$ cat config.mk
export PLATFORM = sky130hd
export DESIGN_NAME = sfdm_pos_unit
export DESIGN_NICKNAME = d
export VERILOG_FILES = /design/src/sv/sfdm_pkg.sv /design/src/sv/sfdm_pos_unit.sv
export SDC_FILE = /design/constraint.sdc
export NUM_CORES = 1
export LEC_CHECK = 0
export BUFFER_PORTS_ARGS = -buffer_cell sky130_fd_sc_hd__buf_2
export CAP_MARGIN = 20
export CORE_AREA = 3 3 62 107
export DETAILED_ROUTE_END_ITERATION = 12
export DIE_AREA = 0 0 65 110
export MAX_ROUTING_LAYER = met4
export PLACE_DENSITY = 0.77
export SLEW_MARGIN = 20
export SYNTH_ARGS = -nofsm -noshare
export SYNTH_HDL_FRONTEND = slang
export SYNTH_SLANG_ARGS = --single-unit
$ cat constraint.sdc
create_clock -name vclk -period 2.76
set_input_delay 0.138 -clock vclk [all_inputs]
set_output_delay 0.138 -clock vclk [all_outputs]
set_load 0.03 [all_outputs]
$ cat src/sv/sfdm_pkg.sv
// shared types, codes and default sizes for the sample fifo with discontinuity marks
// no dependencies
`timescale 1ns / 1ps
`default_nettype none

package sfdm_pkg;

  localparam int SAMPLE_DEPTH_DEF = 1024;
  localparam int MARK_DEPTH_DEF   = 32;
  localparam int MAX_READ_DEF     = 64;

  localparam int CMD_W   = 2;
  localparam int WORD_W  = 32;
  localparam int FRAME_W = 64;
  localparam int COUNT_W = 7;
  localparam int POS_W   = 32;
  localparam int STAT_W  = 2;

  typedef enum logic [CMD_W-1:0] {
    CMD_WRITE = 2'd0,
    CMD_MARK  = 2'd1,
    CMD_READ  = 2'd2,
    CMD_DRAIN = 2'd3
  } cmd_t;

  localparam logic [STAT_W-1:0] ST_DONE  = 2'd0;
  localparam logic [STAT_W-1:0] ST_FULL  = 2'd1;
  localparam logic [STAT_W-1:0] ST_EMPTY = 2'd2;

  typedef struct packed {
    logic [POS_W-1:0]   pos;
    logic [FRAME_W-1:0] frame;
  } mark_t;

  typedef struct packed {
    logic [POS_W-1:0] diff;
    logic             behind;
    logic             below;
  } pos_res_t;

endpackage

`default_nettype wire

$ cat src/sv/sfdm_pos_unit.sv
// shared position unit: modular difference of two 32-bit positions and compares
// depends on sfdm_pkg
`timescale 1ns / 1ps
`default_nettype none

module sfdm_pos_unit
  import sfdm_pkg::*;
(
  input  wire logic [POS_W-1:0] a,
  input  wire logic [POS_W-1:0] b,
  input  wire logic [POS_W-1:0] bound,
  output pos_res_t              res
);

  logic [POS_W-1:0] diff;

  assign diff = a - b;

  always_comb begin
    res.diff   = diff;
    // b at or behind a when the difference is below half the range
    res.behind = ~diff[POS_W-1];
    res.below  = diff < bound;
  end

endmodule

`default_nettype wire

Word-level counts from Yosys, hierarchy flattened:

Index checks and enable logic that the tools add are counted.

* $add $sub $neg: 1
* order comparisons: 1
* bitwise logic cells: 1

Operators with widths (number)
* $lt 32x32->1: 1
* $sub 32x32->32: 1
* $not 1->1: 1

* bits in registers: 0
* input port bits: 96
* output and inout port bits: 34
* word-level logic and storage cells: 3

Logic depth before layout (Yosys ltp):

* word-level depth: 2
* mapped depth: 17
* gate-level depth less buffers: 17

Worst setup path before layout:

No wires, ideal clock.

* path type: input to output
* start point: input b[8]
* end point: output res[0] (netlist bit)
* arrival time: 3.642 ns
* required time: 2.622 ns
* path slack: -1.020 ns
* cell stages on the path: 14
* path buffers: 0
* cell sequence: inv_1 -> ha_1 -> a21o_1 -> a21o_1 -> a211o_1 -> a31o_4 -> a311o_1 -> a31oi_4 -> mux2i_1 -> ha_1 -> nand4_1 -> nor2_1 -> a211oi_1 -> o31a_1

RTL lines
* start, declared: line sfdm_pos_unit.sv:10 `input wire logic [POS_W-1:0] b,`
* end, declared: line sfdm_pos_unit.sv:12 `output pos_res_t res`

==> results.md <==
- RSZ-0062 raised after global routing: yes
- Seq pwr share: 0%
- Routed WL: 10.1 mm
- Initial core utilization: 43.3%
- Core area: 5880 um2
- Die area: 7150 um2
- Clock power frac: 0%
- Dpl hpwl: 8.39 mm
- Critical path origin: b[0]
- Synth Area in Compound Gates: 30.9%
- Sequential area share after synthesis: 0%
- Failing checks: negative setup slack
- CP endpoint: res[0]
- Pint: 794 uW
- Sw Ratio: 52.7%
- Ant. Diodes: 0
- Slew Limit Fails: 0
- PortBufs: 130
- Mux contribution to synthesized area: 0.983%
- Die height: 110 um
- Period Utilization, post-route: 128%
- Syn avg cell area: 6.86 um2
- Hold Crit Class: primary input to output pin
- Number of global-route vias before repair: 3811
- Final nets: 773
- Crit path max fanout: 3
- GP Congestion: 0.954
- Post-Syn Instances: 371
- Comb pwr share: 100.0%
- Final antenna-violating net count: 0
- Largest family of logic cells by synthesized area: adder cells
- Drt first-iter violations: 106
- WS Path Type: primary input to output pin
- Power Dens Cells: 365 nW/um2
- Fin crit period: 3.53 ns
- Final instance area: 4600 um2
- Startpoint Class: primary input
- Worst VDD drop: 0.280 mV
- Total GRT Usage: 27.6%
- P_sw: 886 uW
- Final Hold Slack: 0.704 ns
- Crit path largest cell delay: 0.34 ns
- Count of different cell masters after synthesis: 40
- Die W: 65 um
- Relative slew margins: 70.6%
- I/O Pins: 130
- Seq_cells: 0
- Share of cells above drive strength 1: 49.7%
- Post-synthesis xor/xnor area fraction: 10.3%
- Adder-cell share of the synthesized area: 31.3%
- F_max: 284 MHz
- CP Cell Sequence: buf_2 > ha_4 > fa_2 > nor2b_2 > o211ai_1 > a21oi_1 > buf_4 > o211a_1 > a21oi_4 > o21bai_1 > xnor2_2 > ha_1 > a21o_1 > a21oi_2 > nor2_1 > a211oi_2 > o31a_1 > buf_6
- Max cap viols: 0
- Global route overflow: 0
- Synth Cell Area: 2550 um2
- Register area: 0 um2
- YS warnings: 0
- Critical Path End Type: output pin
- Post-synthesis simple-gate area fraction: 15.0%
- Post-route DRC violation count: 0
- Cts hold-fix bufs: 0
- Wire per inst: 14.7 um
- Worst path required time: 2.62 ns
- Outcome: finished, violations left
- CP Data Arrival Time: 3.39 ns
- Layout filler cell count: 426
- Drt pass-1 iters: 4
- Mapped Nets: 530
- Setup violators final: 2
- First-pass GRT wire length: 15.5 mm
- Tightest Pin Transition: 0.437 ns
- Largest net degree at the start of global routing: 8
- # clk buffers: 0
- Hold Fails Final Rpt: 0
- Via density: 5.17
- Area of placed instances: 4330 um2
- FP Rows: 37
- Worst Slack Setup Final: -0.765 ns
- CP max stage cell: fa_2
- Leakage: 2.67 nW
- Initial antenna violation count: 0
- Area Growth Syn to Fin: 80.8%
- Vias: 3570
cells in the mapped netlist (6+ instances only):
cell      instances  share of area (%)
a211oi_1          6                1.8
a21o_1           24                7.1
a21oi_1          38                7.5
clkbuf_1          9                1.3
ha_1             62                 30
inv_1            69                 10
nand2_1          28                4.1
nand4_1          13                3.2
nor2_1           21                3.1
o21a_1            6                1.8
o21ai_0          11                2.2
o21bai_1          8                2.4
xnor2_1          21                7.2
xor2_1            9                3.1
timing repair:
action	4_1_cts	5_1_grt
pin swaps	30	6
gates resized for setup	21	18
setup endpoints to repair	5	4
setup buffers	6	9
logic make-up (layout without fill, tap and decap cells):
| logic type | count (synthesis) | in the layout |
|---|---|---|
| XOR/XNOR | 30 | 30 |
| adder cells (fa/ha/maj) | 63 | 63 |
| AND/OR/NAND/NOR | 82 | 82 |
| multiplexers | 2 | 2 |
| buffers and inverters | 78 | 319 |
| AO/OA/AOI/OAI | 116 | 116 |
cell type report:
cell class                      instances  area, um2  share of cell area (%)
Tap cell                               78       97.6                    2.12
Inverter                               69        274                    5.95
Timing Repair Buffer                  250       1630                    35.4
Multi-Input combinational cell        293       2600                    56.5
worst max-delay path, delay by kind of cell:
kind	cells	cell delay, ns
AOI/OAI and AO/OA	9	1.66
adders and majority gates	3	0.78
buffers and inverters	3	0.41
and+or+nand+nor	2	0.22
xor gates and xnor gates	1	0.17
power groups by stage:
stage / Combinational, mW / Sequential [mW] / Clock, mW
floorplan: 0.920 / 0 / 0
global placement: 1.49 / 0 / 0
detailed placement: 1.53 / 0 / 0
CTS: 1.60 / 0 / 0
global route: 1.81 / 0 / 0
finish: 1.68 / 0 / 0
per-stage QoR:
stage / cells / setup WS [ns] / utilization (%) / power [mW] / TNS, ns
floorplan: 371 / -0.548 / - / 0.920 / -0.548
global placement: 676 / -0.719 / 73.7 / 1.49 / -0.833
detailed placement: 676 / -0.823 / 73.7 / 1.53 / -1.02
CTS: 682 / -0.597 / 76.2 / 1.60 / -0.649
global route: 690 / -0.832 / 78.3 / 1.81 / -1.43
finish: 690 / -0.765 / 78.3 / 1.68 / -1.30
layer usage:
| layer | wire, um | up-vias | GRT usage, % |
|---|---|---|---|
| met1 | 3380 | 1614 | 23.7 |
| met3 | 474 | 44 | 1.62 |
| met4 | 543 | 0 | 13.8 |
| li1 | - | 1772 | - |
| met5 | 0 | - | - |
| met2 | 5750 | 140 | 57.7 |
cells in the final DEF, fill, tap and decap left out, types with 9 or more instances in the layout:
master	instances
inv_1	65
nand2_1	28
a21oi_2	9
buf_4	110
buf_6	15
nor2_1	21
nand4_1	13
a21o_1	24
ha_1	51
buf_2	124
xnor2_1	13
ha_4	9
a21oi_1	28
how the worst min path moves through the flow:
stage | cells past startpoint | from | slack [ns] | end
2_1_floorplan | 2 | b[0] | 0.50 | res[2]
3_3_place_gp | 4 | b[0] | 0.69 | res[2]
3_5_place_dp | 4 | b[0] | 0.71 | res[2]
4_1_cts | 4 | b[0] | 0.71 | res[2]
5_1_grt | 4 | b[0] | 0.73 | res[2]
6_report | 4 | b[0] | 0.70 | res[2]
Note: power is estimated with default switching activity, not from simulation.
