==> src/sv/sfdm_pkg.sv <==
// shared types, codes and default sizes for the sample fifo with discontinuity marks
// no dependencies
`timescale 1ns / 1ps
`default_nettype none

package sfdm_pkg;

  localparam int SAMPLE_DEPTH_DEF = 1024;
  localparam int MARK_DEPTH_DEF   = 32;
  localparam int MAX_READ_DEF     = 64;

  localparam int CMD_W   = 2;
  localparam int WORD_W  = 32;
  localparam int FRAME_W = 64;
  localparam int COUNT_W = 7;
  localparam int POS_W   = 32;
  localparam int STAT_W  = 2;

  typedef enum logic [CMD_W-1:0] {
    CMD_WRITE = 2'd0,
    CMD_MARK  = 2'd1,
    CMD_READ  = 2'd2,
    CMD_DRAIN = 2'd3
  } cmd_t;

  localparam logic [STAT_W-1:0] ST_DONE  = 2'd0;
  localparam logic [STAT_W-1:0] ST_FULL  = 2'd1;
  localparam logic [STAT_W-1:0] ST_EMPTY = 2'd2;

  typedef struct packed {
    logic [POS_W-1:0]   pos;
    logic [FRAME_W-1:0] frame;
  } mark_t;

  typedef struct packed {
    logic [POS_W-1:0] diff;
    logic             behind;
    logic             below;
  } pos_res_t;

endpackage

`default_nettype wire

==> src/sv/sfdm_mark_ram.sv <==
// mark queue storage: position and frame per slot, registered read
// depends on sfdm_pkg
`timescale 1ns / 1ps
`default_nettype none

module sfdm_mark_ram
  import sfdm_pkg::*;
#(
  parameter int MARK_DEPTH = MARK_DEPTH_DEF,
  localparam int MAW = $clog2(MARK_DEPTH)
) (
  input  wire logic           clk,
  input  wire logic           we,
  input  wire logic [MAW-1:0] waddr,
  input  wire mark_t          wdata,
  input  wire logic           re,
  input  wire logic [MAW-1:0] raddr,
  output mark_t               rdata
);

  mark_t mem [MARK_DEPTH];

  always_ff @(posedge clk) begin
    if (we) begin
      mem[waddr] <= wdata;
    end
    if (re) begin
      rdata <= mem[raddr];
    end
  end

endmodule

`default_nettype wire

==> config.mk <==
export PLATFORM = sky130hd
export DESIGN_NAME = sfdm_mark_ram
export DESIGN_NICKNAME = d
export VERILOG_FILES = /design/src/sv/sfdm_pkg.sv /design/src/sv/sfdm_mark_ram.sv
export SDC_FILE = /design/constraint.sdc
export NUM_CORES = 2
export LEC_CHECK = 0
export BUFFER_PORTS_ARGS = -buffer_cell sky130_fd_sc_hd__buf_4
export CAP_MARGIN = 20
export CORE_ASPECT_RATIO = 0.9
export CORE_MARGIN = 1.5
export CORE_UTILIZATION = 56
export DETAILED_ROUTE_END_ITERATION = 8
export GPL_TIMING_DRIVEN = 0
export PLACE_DENSITY_LB_ADDON = 0.15
export SETUP_SLACK_MARGIN = 0.2
export SLEW_MARGIN = 20
export SYNTH_ARGS = -nofsm -noshare
export SYNTH_HDL_FRONTEND = slang
export SYNTH_SLANG_ARGS = --single-unit
==> constraint.sdc <==
create_clock -name clk -period 5.94 [get_ports clk]
set_input_delay 0.891 -clock clk [delete_from_list [all_inputs] [get_ports clk]]
set_output_delay 0.891 -clock clk [all_outputs]
set_load 0.02 [all_outputs]
Word level (Yosys, flattened, before mapping):

Memories as Yosys holds them, arrays and structs flattened. A register that Yosys moved wholly into a read port is not among the register bits.
Cells that the tools add are included.

* flip-flop bits (word level): 0
* memory bits (writable): 3072
* input port bits: 109
* output and inout port bits: 96
* word-level logic and storage cells: 3
* memories: 1

Memory list
* mem: words 32, bits a word 96, rd ports 1, clocked after Yosys merged registers in 1, write ports 1, RTL line sfdm_mark_ram.sv:21 `mark_t mem [MARK_DEPTH];`

* mux-type cells: 2

Operators by type and width (count)
* two-way mux 1 bit: 2

Longest topological paths before layout:

* depth after elaboration: 2
* mapped depth: 9
* depth with buffers taken out: 4

Least setup slack after synthesis:

OpenSTA, ideal clock, no wires.

* path type: input-to-reg
* start: in waddr[1]
* end: mem mem[12][0] (netlist name), enable pin
* library setup time: 0.552 ns
* data arrival time: 5.550 ns
* required time: 5.388 ns
* setup slack: -0.161 ns
* stages: 3
* path buffers: 1
* cell sequence: or3b_2 -> clkbuf_1 -> nor2_1

RTL lines
* start, declared: RTL line sfdm_mark_ram.sv:14 `input wire logic [MAW-1:0] waddr,`
* end, declared: RTL line sfdm_mark_ram.sv:21

No word-level cell before the write port.

==> summary.md <==
| Metric | Value |
|---|---|
| I/O pin cnt | `205` |
| Worst Tran Pin Value | `1.147 ns` |
| Number of setup buffers added after CTS | `0` |
| Static leakage | `46.02 nW` |
| Fin crit period | `3.665 ns` |
| Adder-cell area share of the yosys netlist | `0%` |
| Layout Skew | `0.05268 ns` |
| Synth top area share | `79.60%` |
| Largest family of logic cells by synthesized area | `multiplexers` |
| CP Launch Type | `primary input` |
| Total number of yosys warnings | `0` |
| Crit path kind | `in2reg` |
| Status | `finished clean` |
| Int Pwr | `36.94 mW` |
| CP max-delay cell | `clkbuf_1` |
| Post-cts resize count | `0` |
| Final instance area | `0.1394 mm²` |
| Max VDD drop | `0.2742 mV` |
| Hold Fails Final Rpt | `0` |
| Die Area | `0.2162 mm²` |
| Fill cells | `13,537` |
| Final Slew Violations | `0` |
| Routed len/inst | `34.46 µm` |
| Post-synth top cells | `3,168 x edfxtp_1, 768 x mux2i_1, 511 x a22oi_1` |
| Synth top area cells | `edfxtp_1 80%, mux4_2 7.2%, mux2i_1 6.4%, a22oi_1 3.2%, nand3_1 0.81%` |
| Worst path required time | `6.69 ns` |
| Vias | `62,093` |
| # hold bufs at CTS | `0` |
| Num CTS Buffers | `321` |
| Root Buffer | `clkbuf_16` |
| Crit path buffers/inverters | `5` |
| Pre-CTS setup slack | `1.486 ns` |
| Worst skew pair latency | `0.95 ns` |
| CP max stage delay | `0.90 ns` |
| Data arrival time of the critical path | `4.41 ns` |
| Post-synth EDFFs | `3,168` |
| Clock power share | `41.2%` |
| Yosys top cell by area | `edfxtp_1` |
| Number of clock sinks | `3,168` |
| Sequential area share after synthesis | `79.60%` |
| Vias in the first global route | `60,199` |
| # rows | `160` |
| PnR worst setup slack | `2.275 ns` |
| Gpl congestion | `0.8001` |
| Syn-to-layout area delta | `16.64%` |
| Die Height | `441.3 µm` |
| Syn Inst Count | `5,604` |
| Fraction of registers with async set or reset after synthesis | `0%` |
| Global-route wire length before repair | `452,600 µm` |
| DRC | `0` |
| Hold slack | `0.3498 ns` |
| R2r setup slk | `3.71 ns` |
| Clk pin slew, worst setup/hold paths | `0.06 ns` |
| Cell Area, Placed | `0.1295 mm²` |
| Rel. slew slack | `23.56%` |
| Vias per cell | `6.604` |
| Most common cell in the synthesized netlist | `edfxtp_1` |
| R2R Path Start | `mem[10][76]` |
| Mux share of post-synthesis cell area | `13.67%` |
| Top_reg_cell synth | `edfxtp_1` |
| Post-synthesis average cell area | `21.33 µm²` |
| Crit path max-delay family | `buffers and inverters` |
| Switching Fraction | `21.19%` |
| Peak Freq | `0.2728 GHz` |
| CTS Buffer Depth | `4` |
| Largest net degree at the start of global routing | `51` |
| Comb power frac | `5.4%` |
| CP Cell Sequence | `buf_4 -> buf_2 -> buf_2 -> and2_1 -> buf_1 -> clkbuf_1 -> a22oi_1 -> nand4_1` |
| Worst Reg-to-Reg Cells | `4` |
| Post-route setup TNS | `0 ns` |
| Layout Nets | `6,445` |
| MaxCap Viol Count | `0` |
| Hold Startpoint | `wdata[29]` |
| RR Endpoint | `rdata[76]` |
| CP Max Fanout | `10` |
| Crit path capture type | `flip-flop` |
| TritonRoute pass-1 iters | `6` |
| Routed WL | `324,000 µm` |
| GRT Resource Usage Total | `29.86%` |
| Core Region | `0.2116 mm²` |
| Die width | `490.0 µm` |
| Simple-Gate Fraction of Synth Area | `1.461%` |
| Post-Syn Area | `0.1195 mm²` |
| Tcrit/Tclk final | `61.70%` |
| Initial antenna violation count | `17` |
| Count of cell types in the netlist | `29` |
| Compound-Gate Fraction of Synth Area | `3.925%` |
| Worst Hold Path EP | `mem[19][29]` |
| Crit-path most repeated cell | `buf_2` |
| CTS tree | `yes` |
| Synth Area in XOR/XNOR | `0%` |
| Worst hold path depth | `1` |
| RSZ-0062 raised after global routing | `false` |
| Synth Register Bits | `3,168` |
| ANT nets after route | `0` |
| Power per Cell Area | `336.2 mW/mm²` |
| Initial core utilization | `56.48%` |
| Final setup viols | `0` |
| Syn Nets | `5,713` |
| Sequential cell fraction of total power | `53.4%` |
| Grt total ovfl | `0` |
| Hold/Removal Path Class | `in2reg` |
| Initial DRC count | `9,130` |
| IO Port Bufs | `203` |
| Post-DP HPWL | `216,700 µm` |
| Net load switching power | `9.934 mW` |
| H-tree depth | `5` |
| Layout cell share with drive strength beyond 1 | `21.82%` |
logic make-up after synthesis:
kind of cell,after synthesis
AOI/OAI and AO/OA,627
buffers and inverters,319
DFF,3168
muxes,1152
and+or+nand+nor,338
per-stage QoR:
| stage | power (mW) | instances | util [%] |
|---|---|---|---|
| 4_1_cts | 47.02 | 9396 | 65.86 |
| 6_report | 46.87 | 9403 | 65.88 |
| 5_1_grt | 47.99 | 9402 | 65.88 |
| 2_1_floorplan | 26.74 | 5604 | - |
| 3_3_place_gp | 27.91 | 8642 | 58.88 |
| 3_5_place_dp | 28.01 | 8846 | 61.21 |
sequential cells by signal, indices dropped and copies added (netlist names):
register	cells
rdata	96
mem	3072
layer usage:
metal	track usage [%]	wire [µm]	vias to the layer above
met3	6.244	35600	526
met2	44.69	147400	3716
met5	0	54	-
met4	9.461	9969	8
li1	-	-	25092
met1	44.63	131000	32751
power by group through the flow:
stage / sequential (mW) / clock (mW) / combinational [mW]
detailed placement: 25.5 / 0 / 2.50
global route: 25.0 / 20.3 / 2.65
CTS: 25.0 / 19.5 / 2.51
floorplan: 25.6 / 0 / 1.15
finish: 25.0 / 19.3 / 2.53
global placement: 25.6 / 0 / 2.36
layout by cell type (no fill, tap or decap), types with 4 or more instances in the layout:
cell,n
edfxtp_1,3168
mux2i_1,768
a22oi_1,511
mux4_2,384
clkbuf_16,326
buf_4,235
clkbuf_1,195
nand3_1,194
buf_12,116
buf_2,113
buf_16,81
clkinv_1,64
clkinv_2,54
a22o_1,51
a31oi_1,51
nand4_1,45
nor2_4,33
bufinv_16,26
buf_6,23
nor2b_1,14
buf_1,13
nand2_1,12
and2_1,10
nor2_1,9
a21oi_1,9
clkbuf_2,8
clkinvlp_4,8
buf_8,7
diode_2,5
a32oi_1,5
nand3b_1,5
inv_6,5
nor2_2,4
layout make-up:
type | instances | area, µm² | area share, %
clock inverter | 160 | 1429 | 1.025
multi-input combinational | 2117 | 23050 | 16.53
inverter | 1 | 3.754 | 0.002693
buffer | 318 | 1619 | 1.161
timing repair buffer | 409 | 6207 | 4.453
tap | 2835 | 3547 | 2.545
clock buffer | 390 | 8398 | 6.025
antenna | 5 | 12.51 | 0.008976
sequential | 3168 | 95130 | 68.25
worst max-delay path by stage:
| stage | start | endpoint | cells after the start | slack [ns] |
|---|---|---|---|---|
| 2_1_floorplan | waddr[1] | mem[12][0] | 3 | -0.16 |
| 3_5_place_dp | raddr[1] | rdata[91] | 8 | 1.49 |
| 4_1_cts | raddr[4] | rdata[53] | 8 | 2.45 |
| 5_1_grt | raddr[4] | rdata[53] | 8 | 2.41 |
| 6_report | raddr[4] | rdata[53] | 8 | 2.27 |
| 3_3_place_gp | waddr[3] | mem[3][77] | 3 | -6.67 |
No activity file was read; power rests on OpenSTA's default activity.
